$ cat src/design/assert_macros.svh
// assertion macros shared by the odometry rtl
`ifndef ASSERT_MACROS_SVH
`define ASSERT_MACROS_SVH

// property that must hold at every clock edge out of reset
`define DDO_ASSERT(lbl, expr) \
  lbl: assert property (@(posedge clk_i) disable iff (!rst_ni) (expr)) \
    else $error("assertion failed");

// consequent must hold in the cycle after the antecedent
`define DDO_ASSERT_NEXT(lbl, ante, cons) \
  lbl: assert property (@(posedge clk_i) disable iff (!rst_ni) (ante) |=> (cons)) \
    else $error("assertion failed");

`endif

$ cat src/design/ddo_pkg.sv
// types, constants and tables of the differential drive odometry
`timescale 1ns / 1ps
`default_nettype none
package ddo_pkg;

  localparam int CORDIC_STEPS_DEF = 16;
  localparam int FIFO_DEPTH = 2;

  // q1.30 cordic gain start value
  localparam logic signed [33:0] CORDIC_GAIN = 34'sd652032874;

  // configuration register indexes
  localparam logic [2:0] REG_DIST_PER_TICK = 3'd0;
  localparam logic [2:0] REG_HEAD_PER_DIFF = 3'd1;
  localparam logic [2:0] REG_START_X       = 3'd2;
  localparam logic [2:0] REG_START_Y       = 3'd3;
  localparam logic [2:0] REG_START_HEADING = 3'd4;

  // one classified sample between front and back
  typedef struct packed {
    logic               restart;
    logic signed [32:0] sum;
    logic signed [32:0] diff;
  } ddo_entry_t;

  typedef struct packed {
    logic [31:0] dist_per_tick;
    logic [31:0] head_per_diff;
    logic [31:0] start_x;
    logic [31:0] start_y;
    logic [31:0] start_heading;
  } ddo_cfg_t;

  typedef enum logic [3:0] {
    ST_IDLE,
    ST_MUL_DIST,
    ST_MUL_HEAD,
    ST_ROTATE,
    ST_PX_LO,
    ST_PX_HI,
    ST_PY_LO,
    ST_PY_HI,
    ST_DONE
  } ddo_state_e;

  // arctangent of 2^-i in binary angle units
  function automatic logic [31:0] atan_turn(input logic [4:0] i);
    logic [31:0] r;
    case (i)
      5'd0:  r = 32'h20000000;
      5'd1:  r = 32'h12E4051E;
      5'd2:  r = 32'h09FB385B;
      5'd3:  r = 32'h051111D4;
      5'd4:  r = 32'h028B0D43;
      5'd5:  r = 32'h0145D7E1;
      5'd6:  r = 32'h00A2F61E;
      5'd7:  r = 32'h00517C55;
      5'd8:  r = 32'h0028BE53;
      5'd9:  r = 32'h00145F2F;
      5'd10: r = 32'h000A2F98;
      5'd11: r = 32'h000517CC;
      5'd12: r = 32'h00028BE6;
      5'd13: r = 32'h000145F3;
      5'd14: r = 32'h0000A2FA;
      5'd15: r = 32'h0000517D;
      5'd16: r = 32'h000028BE;
      5'd17: r = 32'h0000145F;
      5'd18: r = 32'h00000A30;
      5'd19: r = 32'h00000518;
      5'd20: r = 32'h0000028C;
      5'd21: r = 32'h00000146;
      5'd22: r = 32'h000000A3;
      5'd23: r = 32'h00000051;
      5'd24: r = 32'h00000029;
      5'd25: r = 32'h00000014;
      5'd26: r = 32'h0000000A;
      5'd27: r = 32'h00000005;
      5'd28: r = 32'h00000003;
      5'd29: r = 32'h00000001;
      5'd30: r = 32'h00000001;
      default: r = 32'h00000000;
    endcase
    return r;
  endfunction

endpackage
`default_nettype wire

$ cat src/design/ddo_fifo.sv
// two-entry queue between the sample front and the pose back
`timescale 1ns / 1ps
`default_nettype none
`include "assert_macros.svh"
module ddo_fifo
  import ddo_pkg::*;
(
  input  wire logic       clk_i,
  input  wire logic       rst_ni,
  input  wire logic       push_i,
  input  wire ddo_entry_t wdata_i,
  input  wire logic       pop_i,
  output ddo_entry_t      rdata_o,
  output logic            full_o,
  output logic            empty_o
);

  ddo_entry_t mem_q [FIFO_DEPTH];
  logic       wr_ptr_q, wr_ptr_d;
  logic       rd_ptr_q, rd_ptr_d;
  logic [1:0] cnt_q, cnt_d;

  assign full_o  = (cnt_q == 2'(FIFO_DEPTH));
  assign empty_o = (cnt_q == 2'd0);
  assign rdata_o = mem_q[rd_ptr_q];

  // pointer and count update
  always_comb begin
    wr_ptr_d = push_i ? ~wr_ptr_q : wr_ptr_q;
    rd_ptr_d = pop_i ? ~rd_ptr_q : rd_ptr_q;
    cnt_d    = cnt_q + 2'(push_i) - 2'(pop_i);
  end

  always_ff @(posedge clk_i or negedge rst_ni) begin
    if (!rst_ni) begin
      wr_ptr_q <= 1'b0;
      rd_ptr_q <= 1'b0;
      cnt_q    <= 2'd0;
    end else begin
      wr_ptr_q <= wr_ptr_d;
      rd_ptr_q <= rd_ptr_d;
      cnt_q    <= cnt_d;
    end
  end

  // entry storage
  always_ff @(posedge clk_i) begin
    if (push_i) begin
      mem_q[wr_ptr_q] <= wdata_i;
    end
  end

  `DDO_ASSERT(a_no_overflow, !(push_i && full_o))
  `DDO_ASSERT(a_no_underflow, !(pop_i && empty_o))
  `DDO_ASSERT_NEXT(a_last_pop_empties, cnt_q == 2'd1 && pop_i && !push_i, empty_o)

endmodule
`default_nettype wire

$ cat config.mk
export PLATFORM = sky130hd
export DESIGN_NAME = ddo_fifo
export DESIGN_NICKNAME = d
export VERILOG_FILES = /design/src/design/ddo_pkg.sv /design/src/design/ddo_fifo.sv
export VERILOG_INCLUDE_DIRS = /design/src /design/src/design
export SDC_FILE = /design/constraint.sdc
export NUM_CORES = 1
export LEC_CHECK = 0
export ABC_AREA = 1
export BUFFER_PORTS_ARGS = -buffer_cell sky130_fd_sc_hd__buf_2
export CORE_MARGIN = 5
export CORE_UTILIZATION = 40
export CTS_CLUSTER_SIZE = 28
export DETAILED_ROUTE_END_ITERATION = 10
export PLACE_DENSITY_LB_ADDON = 0.15
export SLEW_MARGIN = 20
export SYNTH_ARGS = -nofsm -noshare
export SYNTH_HDL_FRONTEND = slang
export SYNTH_SLANG_ARGS = --single-unit
$ cat constraint.sdc
create_clock -name clk_i -period 3.85 [get_ports clk_i]
set_clock_uncertainty 0.05 [all_clocks]
set_input_delay 0.5775 -clock clk_i [delete_from_list [all_inputs] [get_ports clk_i]]
set_output_delay 0.5775 -clock clk_i [all_outputs]
set_load 0.03 [all_outputs]
=== Yosys cells after proc, flatten, opt, wreduce, memory -nomap -nowiden ===
Memories as Yosys holds them, arrays and structs flattened.
Cells that the tools add are included.
Widths: inputs -> output; s select.

* Add/subtract/negate cells: 2
* Equality and inequality tests: 1
* Mux-type cells: 2
* Bitwise operators: 2
* Reductions and logical operators: 1

{| class="wikitable"
|+ Operator list
! operator !! count
|-
| $add 2x1->2 || 1
|-
| $eq 2x2->1 const B || 1
|-
| $logic_not 2->1 || 1
|-
| $mux 1 || 2
|-
| $not 1->1 || 2
|-
| $sub 2x1->2 || 1
|}

* Register bits: 4
* Memory bits (writable): 134
* Bits of input ports: 71
* Word-level logic and storage cells: 12
* Memories kept: 1

{| class="wikitable"
|+ Memory list
! memory !! depth !! bits a word !! read ports !! clocked after memory_dff !! write ports !! line !! RTL
|-
| mem_q || 2 || 67 || 1 || 0 || 1 || ddo_fifo.sv:18 || <nowiki>ddo_entry_t mem_q [FIFO_DEPTH];</nowiki>
|}

=== Longest topological paths before layout ===
Gate-level depths: netlist of the first run.

* Word-level depth: 2
* Depth in mapped cells: 7
* Gate-level depth less buffers: 7

=== Least setup slack after synthesis of the first run ===
No wires, ideal clock.

* Path kind: input-to-reg
* Start point: in push_i
* End point: mem mem_q[0][0] (netlist bit), enable pin
* Library setup time: 494 ps
* Data arrival time: 3427 ps
* Data required time: 3306 ps
* Path slack: -121 ps
* Cell stages on the path: 2
* Path buffers: 0
* Cells stage by stage: inv_1 > nor2_1

* Longest elaborated chain between the ends: 2

{| class="wikitable"
|+ RTL lines
! element !! line !! RTL
|-
| start: declaration || ddo_fifo.sv:10 || <nowiki>input wire logic push_i,</nowiki>
|-
| $mux 1 || ddo_fifo.sv:48 || <nowiki>if (push_i) begin</nowiki>
|-
| $mux 1 (implied by the code) || ddo_fifo.sv:49 || <nowiki>mem_q[wr_ptr_q] <= wdata_i;</nowiki>
|-
| end: declaration || ddo_fifo.sv:18 ||
|}

Every way passes these cells.

==> out/results.ini, run 1 <==
[critical_path]
critical_path.startpoint_type = register
r2r.worst_path.cells = 3
timing.rr.end = mem_q[1][23]$_DFFE_PP_
reg2reg_from = wr_ptr_q$_DFFE_PN0P_
timing_endpoint_of_the_critical_path = rdata_o[55]
timing.setup.critical_path_class = reg -> out
critPathRequiredTime_ns = 3.22
reg2reg_slack_ns = 2.07
setup.worst_path.end_class = output pin
worst-endpoint-arrival_ns = 2.17
critPathLaunch = rd_ptr_q$_DFFE_PN0P_
crit_path_max_fanout = 105

[cts]
tritoncts.num_buffers = 17
clkSlewWorstSetupHoldPaths_ns = 0.05
cts.htree.levels = 4
cts_tree = yes
post_cts_resize_count = 0
post_cts_buffers = 0
clock_path_buffers = 2
holdBufCountCts = 1
clkSinkCount = 138
cts-root-buf = sky130_fd_sc_hd__clkbuf_16
clock_insertion_delay_worst_skew_ns = 0.40

[logic_synthesis]
syn_area_mm2 = 0.00520
postSynth.asyncResetShare = 0.0290
synth_ff_type = sky130_fd_sc_hd__edfxtp_1
netlist.area_leader.share = 0.774
syn_nets = 448
synth-warning-count = 0
synth.ff_latch_count = 138
synth-edff-count = 134
yosys-top-cells-area = sky130_fd_sc_hd__edfxtp_1, sky130_fd_sc_hd__o21ai_0, sky130_fd_sc_hd__inv_1
yosysSeqAreaShare = 0.793
synthDominantAreaCellType = sky130_fd_sc_hd__edfxtp_1
post_synth_most_frequent_cells = sky130_fd_sc_hd__edfxtp_1, sky130_fd_sc_hd__inv_1, sky130_fd_sc_hd__nand2_1, sky130_fd_sc_hd__o21ai_0, sky130_fd_sc_hd__o21ai_1
most_frequent_cell_after_synthesis = sky130_fd_sc_hd__edfxtp_1
netlist-cell-type-count = 14
synthCells = 375
synth_area_per_cell_um2 = 13.9

[timing]
finalMaxSlewViolations = 0
setup_total_negative_slack_ns = 0
hold_viol_final = 0
clock.fmax_ghz = 0.357
finalCritPeriodShare = 0.727
grt_setup_unrepaired = false
period_minus_slack_ns = 2.80
final.setup.worst_slack_ns = 1.05
setup_viol_count_final = 0
worst_slew_pin_slew_ns = 0.949
max_slew_margin = 0.368

[placement]
placement.io_buffers = 139
post-place-cells = 676
routabilityCongestion = 0.659
placement.cell_area_mm2 = 0.00605
dpl.hpwl_um = 6260
place_worst_setup_slack_ns = 1.43

[run_status]
outcome = finished, final reports clean

[floorplanning]
design.portCount = 140
num_rows = 41
design.die.area_mm2 = 0.0154
die_height_um = 124
fp.dieW_um = 124
initial_utilization = 0.410
core_area_mm2 = 0.0127

[power]
power_report.internal_total_mw = 3.26
p_leak_nw = 2.81
ir_worst_vdd_v = 0.000405
power_density_mw_per_mm2 = 814
p_comb_frac = 0.335
sequential_fraction_of_design_power = 0.416
reported_net_switching_power_mw = 2.06
power_frac_clock = 0.249
power.share.switching = 0.387

[cells_and_area]
nFillCells = 1121
finalInstanceArea_mm2 = 0.00653
antenna-diode-count = 0
area_growth_pct = 25.6
layout.cells.non_filler = 704
nets = 597
layout-drive-gt1-share = 0.321

[grt]
groute.usage.overall = 0.130
global_route_wire_length_before_repair_um = 14600
grt_start_max_net_pins = 106
grt_overflow_total = 0
grt_antenna_before_repair = 0
first_global_vias = 3009

[routing]
drc = 0
via_count = 3072
detail_route.vias_per_cell = 4.36
wirelength_um = 9610
dr.first_iter.drc_count = 190
wire_per_inst_um = 13.7
drt_pre_antenna_iters = 4
antenna_violating_nets_post_route = 0

[job]
total_of_max_cap_violations = 0

[worst_hold_path]
timing.hold.worst.class = in -> reg

## state kept, by name, summed over array words and instances, names as in the netlist
signal	cells
mem_q	134
rd_ptr_q	1
wr_ptr_q	1
cnt_q	2
## worst min-delay path by stage
stage	startpoint	end	slack, ns	depth (start not counted)
6_report	wdata_i[19]	mem_q[1][19]$_DFFE_PP_	0.31	1
5_1_grt	wdata_i[4]	mem_q[1][4]$_DFFE_PP_	0.28	1
4_1_cts	wdata_i[18]	mem_q[1][18]$_DFFE_PP_	0.28	1
3_5_place_dp	rst_ni	cnt_q[0]$_DFF_PN0_	0.34	1
3_3_place_gp	rst_ni	cnt_q[0]$_DFF_PN0_	0.34	1
2_1_floorplan	rst_ni	cnt_q[0]$_DFF_PN0_	0.23	0
## power by group through the flow
stage               logic [mW]  registers [mW]  clock network (mW)
floorplan                 1.44            2.10                   0
global placement          1.80            2.24                   0
detailed placement        1.81            2.25                   0
CTS                       1.82            2.22                1.35
global route              1.94            2.26                1.43
finish                    1.78            2.21                1.32
## area by class of cell
| class | instances | area (µm²) | share of cell area |
|---|---|---|---|
| inverter | 74 | 278 | 0.0425 |
| clock buffer | 20 | 437 | 0.0669 |
| timing repair buffer | 145 | 756 | 0.116 |
| tap | 172 | 215 | 0.0330 |
| multi-input combinational | 148 | 683 | 0.105 |
| clock inverter | 7 | 32.5 | 0.00498 |
| sequential | 138 | 4130 | 0.632 |
## cell families after synthesis
group | after synthesis | share of synthesized area
AO/OA/AOI/OAI | 67 | 0.0659
XOR/XNOR | 2 | 0.00337
adder cells (fa/ha/maj) | 2 | 0.00481
buffers and inverters | 89 | 0.0770
flip-flops | 138 | 0.793
AND/OR/NAND/NOR | 77 | 0.0558
## placed cells by master (no fill, tap or decap), types with 3 or more instances in the layout
| master | count |
|---|---|
| sky130_fd_sc_hd__buf_2 | 139 |
| sky130_fd_sc_hd__edfxtp_1 | 134 |
| sky130_fd_sc_hd__inv_1 | 73 |
| sky130_fd_sc_hd__nand2_1 | 73 |
| sky130_fd_sc_hd__o21ai_0 | 56 |
| sky130_fd_sc_hd__clkbuf_16 | 17 |
| sky130_fd_sc_hd__o21ai_1 | 9 |
| sky130_fd_sc_hd__clkinv_2 | 5 |
| sky130_fd_sc_hd__buf_4 | 4 |
| sky130_fd_sc_hd__clkbuf_1 | 3 |
| sky130_fd_sc_hd__dfrtp_1 | 3 |
## critical path: stages (launching register included)
cell and delay (ns):
sky130_fd_sc_hd__dfrtp_4 1.04, sky130_fd_sc_hd__buf_4 0.33, sky130_fd_sc_hd__nand2_1 0.06, sky130_fd_sc_hd__o21ai_0 0.08, sky130_fd_sc_hd__buf_2 0.22
## per-layer routing
| metal | vias up | track usage | routed length, µm |
|---|---|---|---|
| li1 | 1554 | - | - |
| met1 | 1398 | 0.151 | 4130 |
| met2 | 103 | 0.202 | 4360 |
| met3 | 17 | 0.0645 | 950 |
| met4 | 0 | 0.0616 | 177 |
| met5 | - | 0 | 0 |
## per-stage QoR
stage / utilization / power (mW) / hold slack (ns)
6_report: 0.515 / 5.31 / 0.310
5_1_grt: 0.515 / 5.63 / 0.280
4_1_cts: 0.515 / 5.40 / 0.285
3_5_place_dp: 0.477 / 4.07 / 0.337
3_3_place_gp: 0.477 / 4.03 / 0.337
2_1_floorplan: - / 3.53 / 0.232
No activity file was read; power rests on OpenSTA's default activity.
==> inputs of run 2 (changes only) <==
==> constraint.sdc (replaced) <==
create_clock -name clk_i -period 2.5 [get_ports clk_i]
set_clock_uncertainty 0.05 [all_clocks]
set_input_delay 0.375 -clock clk_i [delete_from_list [all_inputs] [get_ports clk_i]]
set_output_delay 0.375 -clock clk_i [all_outputs]
set_load 0.03 [all_outputs]
==> run 2 against run 1 <==
Worst hold slack got worse by 0.21 ns. Die area did not move. Sequential share of layout area fell by 0.46 points. Non-clock buffer count rose by 2. Global-route usage rose by 0.57 points. Design area rose by 0.73%. Flip-flop and latch count did not move. Register-to-register slack got worse by 1.1 ns.
==> out/results.ini, run 2 (synthesis gave the netlist of run 1 again) <==
[critical_path]
critical_path.startpoint_type = register  ; unchanged
reg2reg_from = wr_ptr_q$_DFFE_PN0P_  ; unchanged
timing.setup.critical_path_class = reg -> out  ; unchanged
timing_endpoint_of_the_critical_path = rdata_o[17]  ; was rdata_o[55]
critPathRequiredTime_ns = 2.08  ; was 3.22 ns
reg2reg_slack_ns = 1.01  ; was 2.07 ns
timing.rr.end = mem_q[0][30]$_DFFE_PP_  ; was mem_q[1][23]$_DFFE_PP_
timing.critical_path.buf_inv = 2  ; unchanged
cp_slowest_stage_delay_ns = 0.66  ; was 1.04 ns
setup.worst_path.end_class = output pin  ; unchanged
crit_path_max_fanout = 49  ; was 105
timing.critical_path.max_delay_family = flip-flops  ; unchanged
worst-endpoint-arrival_ns = 1.87  ; was 2.17 ns
worstPathCellList = buf_12 -> o21ai_0 -> buf_2  ; was buf_4 -> nand2_1 -> o21ai_0 -> buf_2
critical-path-slowest-cell = sky130_fd_sc_hd__dfrtp_4  ; unchanged
r2r.worst_path.cells = 2  ; was 3
critPathLaunch = rd_ptr_q$_DFFE_PN0P_  ; unchanged
cp_num_cells = 3  ; was 4

[floorplanning]
num_rows = 41  ; unchanged
initial_utilization = 0.410  ; unchanged
design.portCount = 140  ; unchanged
design.die.area_mm2 = 0.0154  ; unchanged
fp.dieW_um = 124  ; unchanged
core_area_mm2 = 0.0127  ; unchanged
die_height_um = 124  ; unchanged

[placement]
placement.io_buffers = 139  ; unchanged
placement.cell_area_mm2 = 0.00606  ; was 0.00605 mm²
routabilityCongestion = 0.698  ; was 0.659
dpl.hpwl_um = 6600  ; was 6260 µm

[routing]
drt_pre_antenna_iters = 4  ; unchanged
drc = 0  ; unchanged
wire_per_inst_um = 14.0  ; was 13.7 µm
wirelength_um = 9930  ; was 9610 µm
via_count = 3121  ; was 3072
detail_route.vias_per_cell = 4.40  ; was 4.36
dr.first_iter.drc_count = 201  ; was 190
antenna_violating_nets_post_route = 0  ; unchanged

[timing]
worst_slew_pin_slew_ns = 0.580  ; was 0.949 ns
setup_viol_count_final = 0  ; unchanged
finalCritPeriodShare = 0.917
clock.fmax_ghz = 0.436
hold_viol_final = 0  ; unchanged
grt_setup_unrepaired = false  ; unchanged
period_minus_slack_ns = 2.29
hold_ws_ns = 0.100  ; was 0.310 ns
finalMaxSlewViolations = 0  ; unchanged
max_slew_margin = 0.613  ; was 0.368
setup_total_negative_slack_ns = 0  ; unchanged

[worst_hold_path]
timing.hold.worst.class = in -> reg  ; unchanged
whs_path_depth = 1  ; unchanged

[cells_and_area]
finalInstanceArea_mm2 = 0.00658  ; was 0.00653 mm²
area_growth_pct = 26.5  ; was 25.6%
largest_registers = mem_q: 134 flops, cnt_q: 2 flops  ; unchanged
layout-drive-gt1-share = 0.317  ; was 0.321
nFillCells = 1174  ; was 1121
largest-register = mem_q  ; unchanged
most_common_library_cell_in_the_layout_ignoring_fill_and_taps = sky130_fd_sc_hd__buf_2  ; unchanged
antenna-diode-count = 0  ; unchanged
layout_common_cells = sky130_fd_sc_hd__buf_2, sky130_fd_sc_hd__edfxtp_1, sky130_fd_sc_hd__inv_1, sky130_fd_sc_hd__nand2_1, sky130_fd_sc_hd__o21ai_0  ; unchanged
nets = 599  ; was 597
largest_register_ffs = 134  ; unchanged

[grt]
grt_overflow_total = 0  ; unchanged
global_route_wire_length_before_repair_um = 15100  ; was 14600 µm
grt_antenna_before_repair = 1  ; was 0
grt_start_max_net_pins = 50  ; was 106
first_global_vias = 3049  ; was 3009
groute.usage.overall = 0.136  ; was 0.130

[power]
ir_worst_vdd_v = 0.000689  ; was 0.000405 V
p_leak_nw = 2.83  ; was 2.81 nW
power_density_mw_per_mm2 = 1270  ; was 814 mW/mm²

[cts]
tritoncts.num_buffers = 17  ; unchanged
clkSinkCount = 138  ; unchanged
clkSlewWorstSetupHoldPaths_ns = 0.05  ; about the same
cts.htree.levels = 4  ; unchanged
clock_insertion_delay_worst_skew_ns = 0.41  ; was 0.40 ns
clock_path_buffers = 2  ; unchanged
cts-root-buf = sky130_fd_sc_hd__clkbuf_16  ; unchanged
cts_tree = yes  ; unchanged

[run_status]
outcome = finished, final reports clean  ; unchanged

[job]
total_of_max_cap_violations = 0  ; unchanged

-- run 2: changes by cell type in the layout (fill, tap and decap cells not counted), sizes merged --
cell	previous run	this run
buf	144	146
bufinv	0	1
clkbuf	20	24
clkinv	7	5
-- run 2: how the worst min path moves through the flow --
stage | start | endpoint | slack, ns
after CTS | wdata_i[41] | mem_q[0][41]$_DFFE_PP_ | 0.07
after global routing | wdata_i[41] | mem_q[0][41]$_DFFE_PP_ | 0.08
after global placement | rst_ni | cnt_q[1]$_DFF_PN0_ | 0.14
after floorplan | rst_ni | cnt_q[0]$_DFF_PN0_ | 0.03
after detailed placement | rst_ni | cnt_q[0]$_DFF_PN0_ | 0.14
final | wdata_i[60] | mem_q[1][60]$_DFFE_PP_ | 0.10
-- run 2: power by group --
part | internal [mW] | switching [mW]
registers | 3.08 | 0.213
clock network | 1.34 | 0.818
logic | 0.739 | 2.15
-- run 2: final cells by class --
type                       instances  area [µm²]  share of cell area
timing repair buffer             147         771               0.117
clock buffer                      24         452              0.0687
inverter                          74         278              0.0422
multi-input combinational        148         683               0.104
sequential                       138        4130               0.628
tap                              172         215              0.0327
clock inverter                     6        50.0             0.00761
-- run 2: worst register-to-register path, cell delays in order, from the launching register on --
cell                      delay, ns
sky130_fd_sc_hd__dfrtp_1       0.43
sky130_fd_sc_hd__nor2_4        0.13
sky130_fd_sc_hd__buf_4         0.48
-- run 2: metal layers --
metal | wire, µm | share of wire | global-route usage
met1 | 4050 | 0.41 | 0.153
met4 | 171 | 0.017 | 0.0595
met3 | 1100 | 0.11 | 0.0790
met5 | 13 | 0.0013 | 0
met2 | 4600 | 0.46 | 0.210
-- run 2: through the flow --
step                      instances  setup slack [ns]  utilization  power (mW)
final                           709             0.207        0.519        8.34
after global placement          678             0.629        0.479        6.26
after floorplan                 375             0.258            -        5.44
after detailed placement        678             0.600        0.479        6.29
after global routing            709            0.0165        0.519        8.83
after CTS                       709             0.145        0.519        8.48
-- run 2: timing repair --
| item | CTS | global route |
|---|---|---|
| hold buffers | 1 | 0 |
| setup buffers | 0 | 0 |
| resized for setup | 0 | 0 |
| endpoints found under the hold margin | 4 | 0 |
