File: src/design/assert_macros.svh
// assertion macros shared by the odometry rtl
`ifndef ASSERT_MACROS_SVH
`define ASSERT_MACROS_SVH

// property that must hold at every clock edge out of reset
`define DDO_ASSERT(lbl, expr) \
  lbl: assert property (@(posedge clk_i) disable iff (!rst_ni) (expr)) \
    else $error("assertion failed");

// consequent must hold in the cycle after the antecedent
`define DDO_ASSERT_NEXT(lbl, ante, cons) \
  lbl: assert property (@(posedge clk_i) disable iff (!rst_ni) (ante) |=> (cons)) \
    else $error("assertion failed");

`endif

File: src/design/ddo_pkg.sv
// types, constants and tables of the differential drive odometry
`timescale 1ns / 1ps
`default_nettype none
package ddo_pkg;

  localparam int CORDIC_STEPS_DEF = 16;
  localparam int FIFO_DEPTH = 2;

  // q1.30 cordic gain start value
  localparam logic signed [33:0] CORDIC_GAIN = 34'sd652032874;

  // configuration register indexes
  localparam logic [2:0] REG_DIST_PER_TICK = 3'd0;
  localparam logic [2:0] REG_HEAD_PER_DIFF = 3'd1;
  localparam logic [2:0] REG_START_X       = 3'd2;
  localparam logic [2:0] REG_START_Y       = 3'd3;
  localparam logic [2:0] REG_START_HEADING = 3'd4;

  // one classified sample between front and back
  typedef struct packed {
    logic               restart;
    logic signed [32:0] sum;
    logic signed [32:0] diff;
  } ddo_entry_t;

  typedef struct packed {
    logic [31:0] dist_per_tick;
    logic [31:0] head_per_diff;
    logic [31:0] start_x;
    logic [31:0] start_y;
    logic [31:0] start_heading;
  } ddo_cfg_t;

  typedef enum logic [3:0] {
    ST_IDLE,
    ST_MUL_DIST,
    ST_MUL_HEAD,
    ST_ROTATE,
    ST_PX_LO,
    ST_PX_HI,
    ST_PY_LO,
    ST_PY_HI,
    ST_DONE
  } ddo_state_e;

  // arctangent of 2^-i in binary angle units
  function automatic logic [31:0] atan_turn(input logic [4:0] i);
    logic [31:0] r;
    case (i)
      5'd0:  r = 32'h20000000;
      5'd1:  r = 32'h12E4051E;
      5'd2:  r = 32'h09FB385B;
      5'd3:  r = 32'h051111D4;
      5'd4:  r = 32'h028B0D43;
      5'd5:  r = 32'h0145D7E1;
      5'd6:  r = 32'h00A2F61E;
      5'd7:  r = 32'h00517C55;
      5'd8:  r = 32'h0028BE53;
      5'd9:  r = 32'h00145F2F;
      5'd10: r = 32'h000A2F98;
      5'd11: r = 32'h000517CC;
      5'd12: r = 32'h00028BE6;
      5'd13: r = 32'h000145F3;
      5'd14: r = 32'h0000A2FA;
      5'd15: r = 32'h0000517D;
      5'd16: r = 32'h000028BE;
      5'd17: r = 32'h0000145F;
      5'd18: r = 32'h00000A30;
      5'd19: r = 32'h00000518;
      5'd20: r = 32'h0000028C;
      5'd21: r = 32'h00000146;
      5'd22: r = 32'h000000A3;
      5'd23: r = 32'h00000051;
      5'd24: r = 32'h00000029;
      5'd25: r = 32'h00000014;
      5'd26: r = 32'h0000000A;
      5'd27: r = 32'h00000005;
      5'd28: r = 32'h00000003;
      5'd29: r = 32'h00000001;
      5'd30: r = 32'h00000001;
      default: r = 32'h00000000;
    endcase
    return r;
  endfunction

endpackage
`default_nettype wire

File: src/design/ddo_front.sv
// sample front: keeps last counts and forms tick sum and difference
`timescale 1ns / 1ps
`default_nettype none
module ddo_front
  import ddo_pkg::*;
(
  input  wire logic        clk_i,
  input  wire logic        rst_ni,
  input  wire logic        in_valid_i,
  output logic             in_ready_o,
  input  wire logic [31:0] left_count_i,
  input  wire logic [31:0] right_count_i,
  input  wire logic        restart_i,
  input  wire logic        q_full_i,
  output logic             q_push_o,
  output ddo_entry_t       q_wdata_o
);

  logic [31:0]        last_left_q, last_right_q;
  logic signed [31:0] dl, dr;

  assign in_ready_o = !q_full_i;
  assign q_push_o   = in_valid_i && !q_full_i;

  // signed deltas modulo 2^32
  always_comb begin
    dl = $signed(left_count_i - last_left_q);
    dr = $signed(right_count_i - last_right_q);
    q_wdata_o.restart = restart_i;
    q_wdata_o.sum     = 33'(dl) + 33'(dr);
    q_wdata_o.diff    = 33'(dr) - 33'(dl);
  end

  // reference counts follow every beat
  always_ff @(posedge clk_i or negedge rst_ni) begin
    if (!rst_ni) begin
      last_left_q  <= '0;
      last_right_q <= '0;
    end else if (q_push_o) begin
      last_left_q  <= left_count_i;
      last_right_q <= right_count_i;
    end
  end

endmodule
`default_nettype wire

File: config.mk
export PLATFORM = sky130hd
export DESIGN_NAME = ddo_front
export DESIGN_NICKNAME = d
export VERILOG_FILES = /design/src/design/assert_macros.svh /design/src/design/ddo_pkg.sv /design/src/design/ddo_front.sv
export SDC_FILE = /design/constraint.sdc
export NUM_CORES = 1
export LEC_CHECK = 0
export ABC_AREA = 1
export BUFFER_PORTS_ARGS = -buffer_cell sky130_fd_sc_hd__clkbuf_2
export CORE_ASPECT_RATIO = 0.5
export CORE_MARGIN = 1.5
export CORE_UTILIZATION = 43
export DETAILED_ROUTE_END_ITERATION = 7
export PLACE_DENSITY = 0.61
export SETUP_SLACK_MARGIN = 0.05
export SKIP_CTS_REPAIR_TIMING = 1
export SLEW_MARGIN = 20
export SYNTH_ARGS = -nofsm -noshare
export SYNTH_HDL_FRONTEND = slang
export SYNTH_SLANG_ARGS = --single-unit
File: constraint.sdc
create_clock -name clk_i -period 13 [get_ports clk_i]
set_input_delay 3.9 -clock clk_i [delete_from_list [all_inputs] [get_ports clk_i]]
set_output_delay 3.9 -clock clk_i [all_outputs]
set_load 0.005 [all_outputs]
* Word level (Yosys, flattened, before mapping)
Cells that the tools add are included.
** Storage, ports and cells
- Register bits :: 64
- Input port bits :: 69
- Logic and storage cells :: 8
** Operators by class
- $add $sub $neg :: 4
- Reduce and logical (&&, ||, !) cells :: 2
** Operator list (number)
- 32-bit subtractor :: 2
- 32-bit by 32-bit adder with 33-bit output :: 1
- 32-bit by 32-bit subtractor with 33-bit output :: 1
- 1-bit logical AND :: 1
- 1-bit zero test :: 1

* Longest topological paths before layout
Gate-level depths: netlist (run 1).
- Depth after elaboration :: 2
- Depth in mapped cells :: 26

* Least setup slack after synthesis (run 1)
OpenSTA, ideal clock, no wires.
- Kind :: input-to-output
- Start point :: input port right_count_i[0]
- End point :: output port q_wdata_o[32] (netlist bit)
- Buffers on the path :: 1
- Path slack :: 2.639 ns
- Required time :: 9.100 ns
- Arrival time :: 6.461 ns
- Stages on the path :: 24
- Path through :: inv_1 -> ha_1 -> fa_1 -> inv_1 -> nand3_1 -> nand3_1 -> nand2_1 -> nand2_1 -> nand2_1 -> nand2_1 -> nand2_1 -> nand3_1 -> nand2_1 -> ha_1 -> buf_2 -> nor2_1 -> inv_1 -> nor2_1 -> nand2_1 -> nor3_2 -> nand2_2 -> nand2_1 -> nand2_1 -> nand2_1
** RTL lines
- start: declaration :: line ddo_front.sv:12 : input wire logic [31:0] right_count_i,
- end: declaration :: line ddo_front.sv:16 : output ddo_entry_t q_wdata_o

==> results.ini, run 1 <==
[outcome]
status=complete, no violations

[sta]
finalHoldViolCount=0
max_freq_mhz=89.7
setup_tns_ns=0
layout_min_cycle_time_ns=11.15
slew_viol_final=0
tightest_slew_ns=0.966
period_share=0.858
rsz0062_at_grt=false
slew_headroom=0.356
setup_viol=0
setup_ws_ns=1.85
clock_skew_ns=0
holdWs_ns=0.499

[clocking]
cts_tree=done
clk_latency_ns=0.34
clkTransAtPathRegs_ns=0.05
root_buffer=clkbuf_16
clockBufferDepth=2
cts_made_buffers=9
cts_sinks=64
cts.htree.levels=3

[yosys]
synth_common_cells=928 x nand2_1, 490 x inv_1, 163 x nor2_1
yosysTopAreaCell=nand2_1
synth-seq-area-share=0.131
synth_top_area_frac=0.285
post-synth-top-count-cell=nand2_1
ys_ff_latch=64
synth.top_cells.by_area=nand2_1 29%, inv_1 15%, dfrtp_1 13%
synth_nets=2477
synth-main-ff-cell=dfrtp_1
netlist_area_mm2=0.0122
synth_edf_count=0
yosys_warnings=0
synthCells=2278
synth_cell_types=34
ys_async_sr_fraction=1.00
postSynthAreaPerCell_um2=5.36

[job]
cap_violations=0

[route]
first_pass_iters=6
routed_wl_um=37700
met1_length_um=20300
dr_total_vias=13100
wire_per_inst_um=13.6
drc=0
wl_met3_um=1760
via_per_inst=4.74
drtIter0Drc=884
top_layer=met4
wl_met2_um=14700
drtAntennaViolNets=0

[pwr]
p_leak_uw=0.00859
power_frac_comb=0.833
cell_internal_pwr_uw=1170
p_seq_frac=0.082
p_sw_uw=1670
power-per-cell-area_mw_per_mm2=211
p_clk_frac=0.085
vdd_drop_max_uv=116
swShare=0.588

[cells_and_area]
fin_nets=2582
fill_cells=3198
drive_gt1_frac=0.0850
fin_area_mm2=0.0134
synthToLayoutAreaGrowth_pct=9.68
num_antenna_cells=0

[grt]
grt_pass1_wl_um=60800
grt_use_total=0.266
grt_pass1_vias=12000
overflow=0
grt_max_degree=121
antenna_found_initial=0

[place]
pre_cts_slack_ns=1.90
placed_cell_area_mm2=0.0131
port_buffers=135
routabilityCongestion=0.972
place_hpwl_um=33000

[critical_path]
arrival_ns=7.25
critPathKind=input pin to primary output
cpMostUsedCell=nand2_1
required_ns=9.10
max_stage_delay_ns=0.49
crit_fanout=9
cp-end-kind=primary output
startpoint_type=input pin
worst_path_max_delay_cell=ha_1

[die]
core-area_mm2=0.0278
die-area_mm2=0.0295
boundaryPins=138
die_height_um=122
start_util=0.439
die_x_um=241
rows=43

[worst_hold_path]
hold_path.class=register to register

-- cell type report --
class	instances	area [µm²]	share of cell area
repair buffers	137	691	0.0516
clock buffers	9	225	0.0168
flip-flops and latches	64	1600	0.120
clock inverters	7	71.3	0.00532
well taps	382	478	0.0357
inverters	497	1870	0.139
multi-input cells	1674	8460	0.632
-- power groups by stage --
stage | logic, µW | clock network, µW | registers (µW)
2_1_floorplan | 1580 | 0 | 233
5_1_grt | 2670 | 254 | 234
6_report | 2360 | 240 | 231
4_1_cts | 2340 | 247 | 231
3_3_place_gp | 2320 | 0 | 234
3_5_place_dp | 2330 | 0 | 235
-- cells in the final DEF, fill, tap and decap left out, types with 14 or more instances in the layout --
| cell type | instances |
|---|---|
| inv_1 | 489 |
| nand4_1 | 15 |
| a21oi_1 | 88 |
| nor2_2 | 14 |
| ha_1 | 126 |
| xor2_1 | 59 |
| clkbuf_2 | 134 |
| o21bai_1 | 18 |
| nor3_1 | 17 |
| o21ai_0 | 71 |
| nand3_1 | 122 |
| nand2_1 | 928 |
| dfrtp_1 | 64 |
| nor2_1 | 163 |
-- per-layer routing --
layer / vias to the layer above / track usage
met3: 44 / 0.0143
met4: 0 / 0.0805
met1: 5746 / 0.411
met5: - / 0
li1: 7026 / -
met2: 300 / 0.392
-- worst paths after layout --
path	start	to	slack [ns]	cells past startpoint
setup / recovery	right_count_i[0]	q_wdata_o[26]	1.85	25
hold / removal	last_right_q[31]	last_right_q[31]	0.50	2
setup reg to reg	last_left_q[1]	last_left_q[1]	12.28	2
hold reg to reg	last_right_q[31]	last_right_q[31]	0.50	2
max in group asynchronous	rst_ni	last_left_q[25]	8.70	2
min in group asynchronous	rst_ni	last_right_q[8]	3.74	2
-- stage by stage --
stage	power [µW]	util	instances
after CTS	2810	0.482	2770
final	2830	0.482	2770
after global placement	2560	0.471	2754
after global routing	3160	0.482	2770
after floorplan	1820	-	2278
after detailed placement	2560	0.471	2754
-- worst max-delay path, delay by kind of cell --
kind,cells,cell delay [ns]
adders and majority gates,3,1.13
buffers and inverters,5,0.41
and+or+nand+nor,17,1.78
-- cell families after synthesis --
| kind of cell | synth area share |
|---|---|
| flip-flops | 0.131 |
| adder cells (fa/ha/maj) | 0.136 |
| AND/OR/NAND/NOR | 0.431 |
| buffers and inverters | 0.176 |
| AO/OA/AOI/OAI | 0.0786 |
| XOR/XNOR | 0.0480 |
-- flip-flops by register name, summed over array words and instances, names as in the netlist --
| name | count |
|---|---|
| last_left_q | 32 |
| last_right_q | 32 |
(Power assumes the default switching activity.)
==> inputs of run 2 (changes only) <==
--- a/config.mk
+++ b/config.mk
@@ -5,13 +5,14 @@
 export SDC_FILE = /design/constraint.sdc
 export NUM_CORES = 1
 export LEC_CHECK = 0
-export ABC_AREA = 1
+export ABC_AREA = 0
 export BUFFER_PORTS_ARGS = -buffer_cell sky130_fd_sc_hd__clkbuf_2
 export CORE_ASPECT_RATIO = 0.5
 export CORE_MARGIN = 1.5
 export CORE_UTILIZATION = 43
+export CTS_BUF_LIST = sky130_fd_sc_hd__clkbuf_4 sky130_fd_sc_hd__clkbuf_8
 export DETAILED_ROUTE_END_ITERATION = 7
-export PLACE_DENSITY = 0.61
+export PLACE_DENSITY = 0.62
 export SETUP_SLACK_MARGIN = 0.05
 export SKIP_CTS_REPAIR_TIMING = 1
 export SLEW_MARGIN = 20
==> constraint.sdc (replaced) <==
create_clock -name clk_i -period 13 [get_ports clk_i]
set_input_delay 3.25 -clock clk_i [delete_from_list [all_inputs] [get_ports clk_i]]
set_output_delay 3.25 -clock clk_i [all_outputs]
set_load 0.005 [all_outputs]
==> results.ini, run 2 <==
[outcome]
status=complete, no violations

[job]
cap_violations=0

[die]
core-area_mm2=0.0210
die-area_mm2=0.0228
rows=37
die_x_um=212
boundaryPins=138
die_height_um=108
start_util=0.448

[grt]
grt_use_total=0.228
antenna_found_initial=0
grt_pass1_vias=8181
grt_max_degree=76
overflow=0
grt_pass1_wl_um=41400

[cells_and_area]
utilization=0.497
final_cell_mix=134 x clkbuf_2, 131 x inv_1, 126 x ha_1
fill_cells=2143
synthToLayoutAreaGrowth_pct=11.0
drive_gt1_frac=0.150
fin_area_mm2=0.0104
fin_nets=1544
layout_commonest_cell=clkbuf_2
num_antenna_cells=0
reg.largest.list=last_left_q (32), last_right_q (32)

[sta]
clock_skew_ns=0
rsz0062_at_grt=false
max_freq_mhz=87.5
layout_min_cycle_time_ns=11.43
tightest_slew_ns=1.01
setup_tns_ns=0
slew_headroom=0.327
slew_viol_final=0
setup_viol=0
period_share=0.880
finalHoldViolCount=0

[pwr]
swShare=0.527
cell_internal_pwr_uw=1240
p_clk_frac=0.071
vdd_drop_max_uv=134
p_sw_uw=1380
p_seq_frac=0.088
p_leak_uw=0.00494
power-per-cell-area_mw_per_mm2=252
power_frac_comb=0.841

[worst_hold_path]
min_from=last_left_q[0]
hold_path.class=register to register

[yosys]
synthCells=1248
ys_async_sr_fraction=1.00
synth.top_cells.by_area=dfrtp_1 17%, ha_1 17%, xnor2_1 8.3%
synth_top_area_frac=0.170
synth_nets=1447
synth_edf_count=0
ys_ff_latch=64
post-synth-top-count-cell=inv_1
synth_cell_types=83
netlist_area_mm2=0.00940
synth-seq-area-share=0.170
postSynthAreaPerCell_um2=7.53
yosysTopAreaCell=dfrtp_1
synth-main-ff-cell=dfrtp_1
synth_common_cells=131 x inv_1, 126 x ha_1, 119 x a21oi_1
yosys_warnings=0

[route]
via_per_inst=5.46
dr_total_vias=8963
drtIter0Drc=450
first_pass_iters=6
drc=0
wire_per_inst_um=15.9
routed_wl_um=26100
drtAntennaViolNets=0

[place]
placed_cell_area_mm2=0.0102
port_buffers=135
routabilityCongestion=0.859
place_hpwl_um=21400

[critical_path]
crit_fanout=13
cp-end-kind=primary output
crit_path_start=left_count_i[1]
startpoint_type=input pin
timing.rr.end=last_left_q[31]
critPathKind=input pin to primary output
worstReg2RegStart=last_left_q[31]
r2r_setup_slack_ns=12.23
r2r_cells=1
arrival_ns=8.18
required_ns=9.75
endpoint=q_wdata_o[30]

[clocking]
root_buffer=clkbuf_8
clk_latency_ns=0.37
clkTransAtPathRegs_ns=0.08
cts_made_buffers=9
clockBufferDepth=2
cts_sinks=64
cts.htree.levels=3
cts_tree=done

[run 2: cell families (layout without fill, tap and decap cells)]
kind of cell,Yosys count,in the layout,synth area share
AO/OA/AOI/OAI,400,400,0.280
XOR/XNOR,120,120,0.113
adder cells (fa/ha/maj),130,130,0.176
buffers and inverters,186,288,0.0794
flip-flops,64,64,0.170
multiplexers,7,7,0.00812
AND/OR/NAND/NOR,341,341,0.173
[run 2: area by class of cell]
cell class | count | area, µm² | area share
Multi-Input combinational cell | 998 | 7060 | 0.676
Sequential cell | 64 | 1600 | 0.154
Timing Repair Buffer | 138 | 698 | 0.0669
Inverter | 134 | 503 | 0.0482
Tap cell | 292 | 365 | 0.0350
Clock buffer | 11 | 151 | 0.0145
Clock inverter | 5 | 55.1 | 0.00528
[run 2: worst min-delay path by stage]
stage | cells after the start | slack [ns] | end
floorplan | 1 | 0.48 | last_left_q[0]
global placement | 1 | 0.50 | last_right_q[0]
detailed placement | 1 | 0.51 | last_left_q[0]
CTS | 1 | 0.53 | last_left_q[0]
global route | 1 | 0.55 | last_right_q[0]
finish | 1 | 0.53 | last_left_q[0]
[run 2: power by group through the flow]
| stage | clock [µW] | combinational, µW | sequential (µW) |
|---|---|---|---|
| floorplan | 0 | 1530 | 234 |
| global placement | 0 | 2200 | 235 |
| detailed placement | 0 | 2200 | 236 |
| CTS | 191 | 2220 | 232 |
| global route | 200 | 2430 | 234 |
| finish | 186 | 2210 | 232 |
[run 2: stage by stage]
| stage | power [µW] | hold slack (ns) | cells | worst slack (ns) |
|---|---|---|---|---|
| 2_1_floorplan | 1760 | 0.485 | 1248 | 2.52 |
| 3_3_place_gp | 2440 | 0.496 | 1626 | 1.77 |
| 3_5_place_dp | 2440 | 0.512 | 1626 | 1.69 |
| 4_1_cts | 2640 | 0.530 | 1642 | 1.68 |
| 5_1_grt | 2860 | 0.547 | 1642 | 1.23 |
| 6_report | 2630 | 0.525 | 1642 | 1.57 |
[run 2: critical path, cell delays in order]
cell and delay, ns:
clkbuf_2 0.11, ha_1 0.28, nor2b_1 0.14, o2111a_1 0.28
o311ai_4 0.35, a211oi_1 0.12, nor2b_1 0.20, o21ai_1 0.14
a221oi_1 0.30, o21bai_1 0.15, xor2_1 0.18, ha_1 0.58
inv_1 0.11, a21o_1 0.24, a21oi_1 0.16, nor2_1 0.05
a211oi_1 0.41, a21boi_1 0.56, o221ai_1 0.24, xnor2_1 0.18
clkbuf_2 0.14
[run 2: layer usage]
metal / track usage / wire, µm / vias up
li1: - / - / 4550
met1: 0.330 / 13000 / 4190
met2: 0.356 / 11500 / 199
met3: 0.0335 / 1230 / 24
met4: 0.0454 / 339 / 0
met5: 0 / 0 / -
==> inputs of run 3 (changes only) <==
--- a/config.mk
+++ b/config.mk
@@ -9,10 +9,9 @@
 export BUFFER_PORTS_ARGS = -buffer_cell sky130_fd_sc_hd__clkbuf_2
 export CORE_ASPECT_RATIO = 0.5
 export CORE_MARGIN = 1.5
-export CORE_UTILIZATION = 43
-export CTS_BUF_LIST = sky130_fd_sc_hd__clkbuf_4 sky130_fd_sc_hd__clkbuf_8
+export CORE_UTILIZATION = 64
 export DETAILED_ROUTE_END_ITERATION = 7
-export PLACE_DENSITY = 0.62
+export PLACE_DENSITY = 0.86
 export SETUP_SLACK_MARGIN = 0.05
 export SKIP_CTS_REPAIR_TIMING = 1
 export SLEW_MARGIN = 20
==> results.ini, run 3 (synthesis gave the netlist of run 2 again) <==
[sta]
setup_ws_ns=1.65
rsz0062_at_grt=false
max_freq_mhz=88.1
holdWs_ns=0.522
setup_tns_ns=0
slew_headroom=0.426
tightest_slew_ns=0.861
setup_viol=0
slew_viol_final=0
period_share=0.873
layout_min_cycle_time_ns=11.35
clock_skew_ns=0
finalHoldViolCount=0

[clocking]
cts_tree=done
clockBufferDepth=2
cts.htree.levels=3
cts_made_buffers=9
clkTransAtPathRegs_ns=0.06
cts_sinks=64
clk_latency_ns=0.34
root_buffer=clkbuf_16

[grt]
grt_pass1_vias=8441
overflow=0
grt_use_total=0.323
antenna_found_initial=0
grt_max_degree=70
grt_pass1_wl_um=40700

[worst_hold_path]
whs_path_depth=1
min_from=last_right_q[0]
hold_path.class=register to register
hold_end=last_right_q[0]

[die]
boundaryPins=138
die-area_mm2=0.0155
core-area_mm2=0.0144
start_util=0.653
rows=31
die_x_um=174
die_height_um=88.7

[critical_path]
arrival_ns=8.10
crit_fanout=13
startpoint_type=input pin
timing.rr.end=last_left_q[0]
r2r_cells=1
cp-end-kind=primary output
r2r_setup_slack_ns=12.23
worstReg2RegStart=last_left_q[0]
required_ns=9.75
critPathKind=input pin to primary output

[route]
drc=0
dr_total_vias=9235
wire_per_inst_um=16.3
routed_wl_um=25300
drtIter0Drc=764
drtAntennaViolNets=0
first_pass_iters=5
via_per_inst=5.97

[cells_and_area]
drive_gt1_frac=0.150
num_antenna_cells=0
reg.largest.list=last_left_q (32), last_right_q (32)
fin_area_mm2=0.0104
fin_nets=1544
synthToLayoutAreaGrowth_pct=11.0
final_cell_mix=135 x clkbuf_2, 131 x inv_1, 126 x ha_1
layout_commonest_cell=clkbuf_2

[place]
routabilityCongestion=0.937
place_hpwl_um=20100
pre_cts_slack_ns=1.77
placed_cell_area_mm2=0.0101
port_buffers=135

[pwr]
p_total_uw=2680
vdd_drop_max_uv=215
p_leak_uw=0.00500
power-per-cell-area_mw_per_mm2=257

[job]
cap_violations=0

[outcome]
status=complete, no violations

-- run 3: metrics by stage --
stage,utilization,std cells
floorplan,-,1248
global placement,0.702,1532
detailed placement,0.702,1532
CTS,0.725,1548
global route,0.725,1548
finish,0.725,1548
-- run 3: report_power, final --
part           internal (µW)  leakage, µW  total, µW  switching, µW
clock                    172     0.000158        267           95.3
sequential               225     0.000785        233           8.00
combinational            920      0.00406       2180           1260
total                   1320      0.00500       2680           1370
-- run 3: worst max-delay path by stage --
stage / from / slack (ns) / cells past startpoint / to
floorplan: right_count_i[0] / 2.52 / 19 / q_wdata_o[30]
global placement: left_count_i[1] / 1.93 / 21 / q_wdata_o[30]
detailed placement: right_count_i[0] / 1.77 / 20 / q_wdata_o[28]
CTS: left_count_i[1] / 1.75 / 21 / q_wdata_o[30]
global route: right_count_i[0] / 1.34 / 20 / q_wdata_o[28]
finish: left_count_i[1] / 1.65 / 21 / q_wdata_o[30]
-- run 3: cell type report --
class / count / area [µm²]
clock buffers: 10 / 239
repair buffers: 138 / 698
well taps: 198 / 248
inverters: 134 / 503
clock inverters: 6 / 82.6
flip-flops and latches: 64 / 1600
multi-input cells: 998 / 7060
fillers: 1215 / 3960
-- run 3: critical path, stage by stage --
cell and delay, ns:
clkbuf_2 0.11, ha_1 0.28, nor2b_1 0.14, o2111a_1 0.27, o311ai_4 0.35, a211oi_1 0.15
nor2b_1 0.24, o21ai_1 0.14, a221oi_1 0.27, o21bai_1 0.14, xor2_1 0.17, ha_1 0.58
inv_1 0.11, a21o_1 0.24, a21oi_1 0.16, nor2_1 0.05, a211oi_1 0.34, a21boi_1 0.53
o221ai_1 0.24, xnor2_1 0.18, clkbuf_2 0.13
-- run 3: per-layer routing --
metal	GRT usage	part of all wire
met1	0.444	0.46
met5	0	0
met3	0.0477	0.056
met4	0.0596	0.0099
met2	0.548	0.47
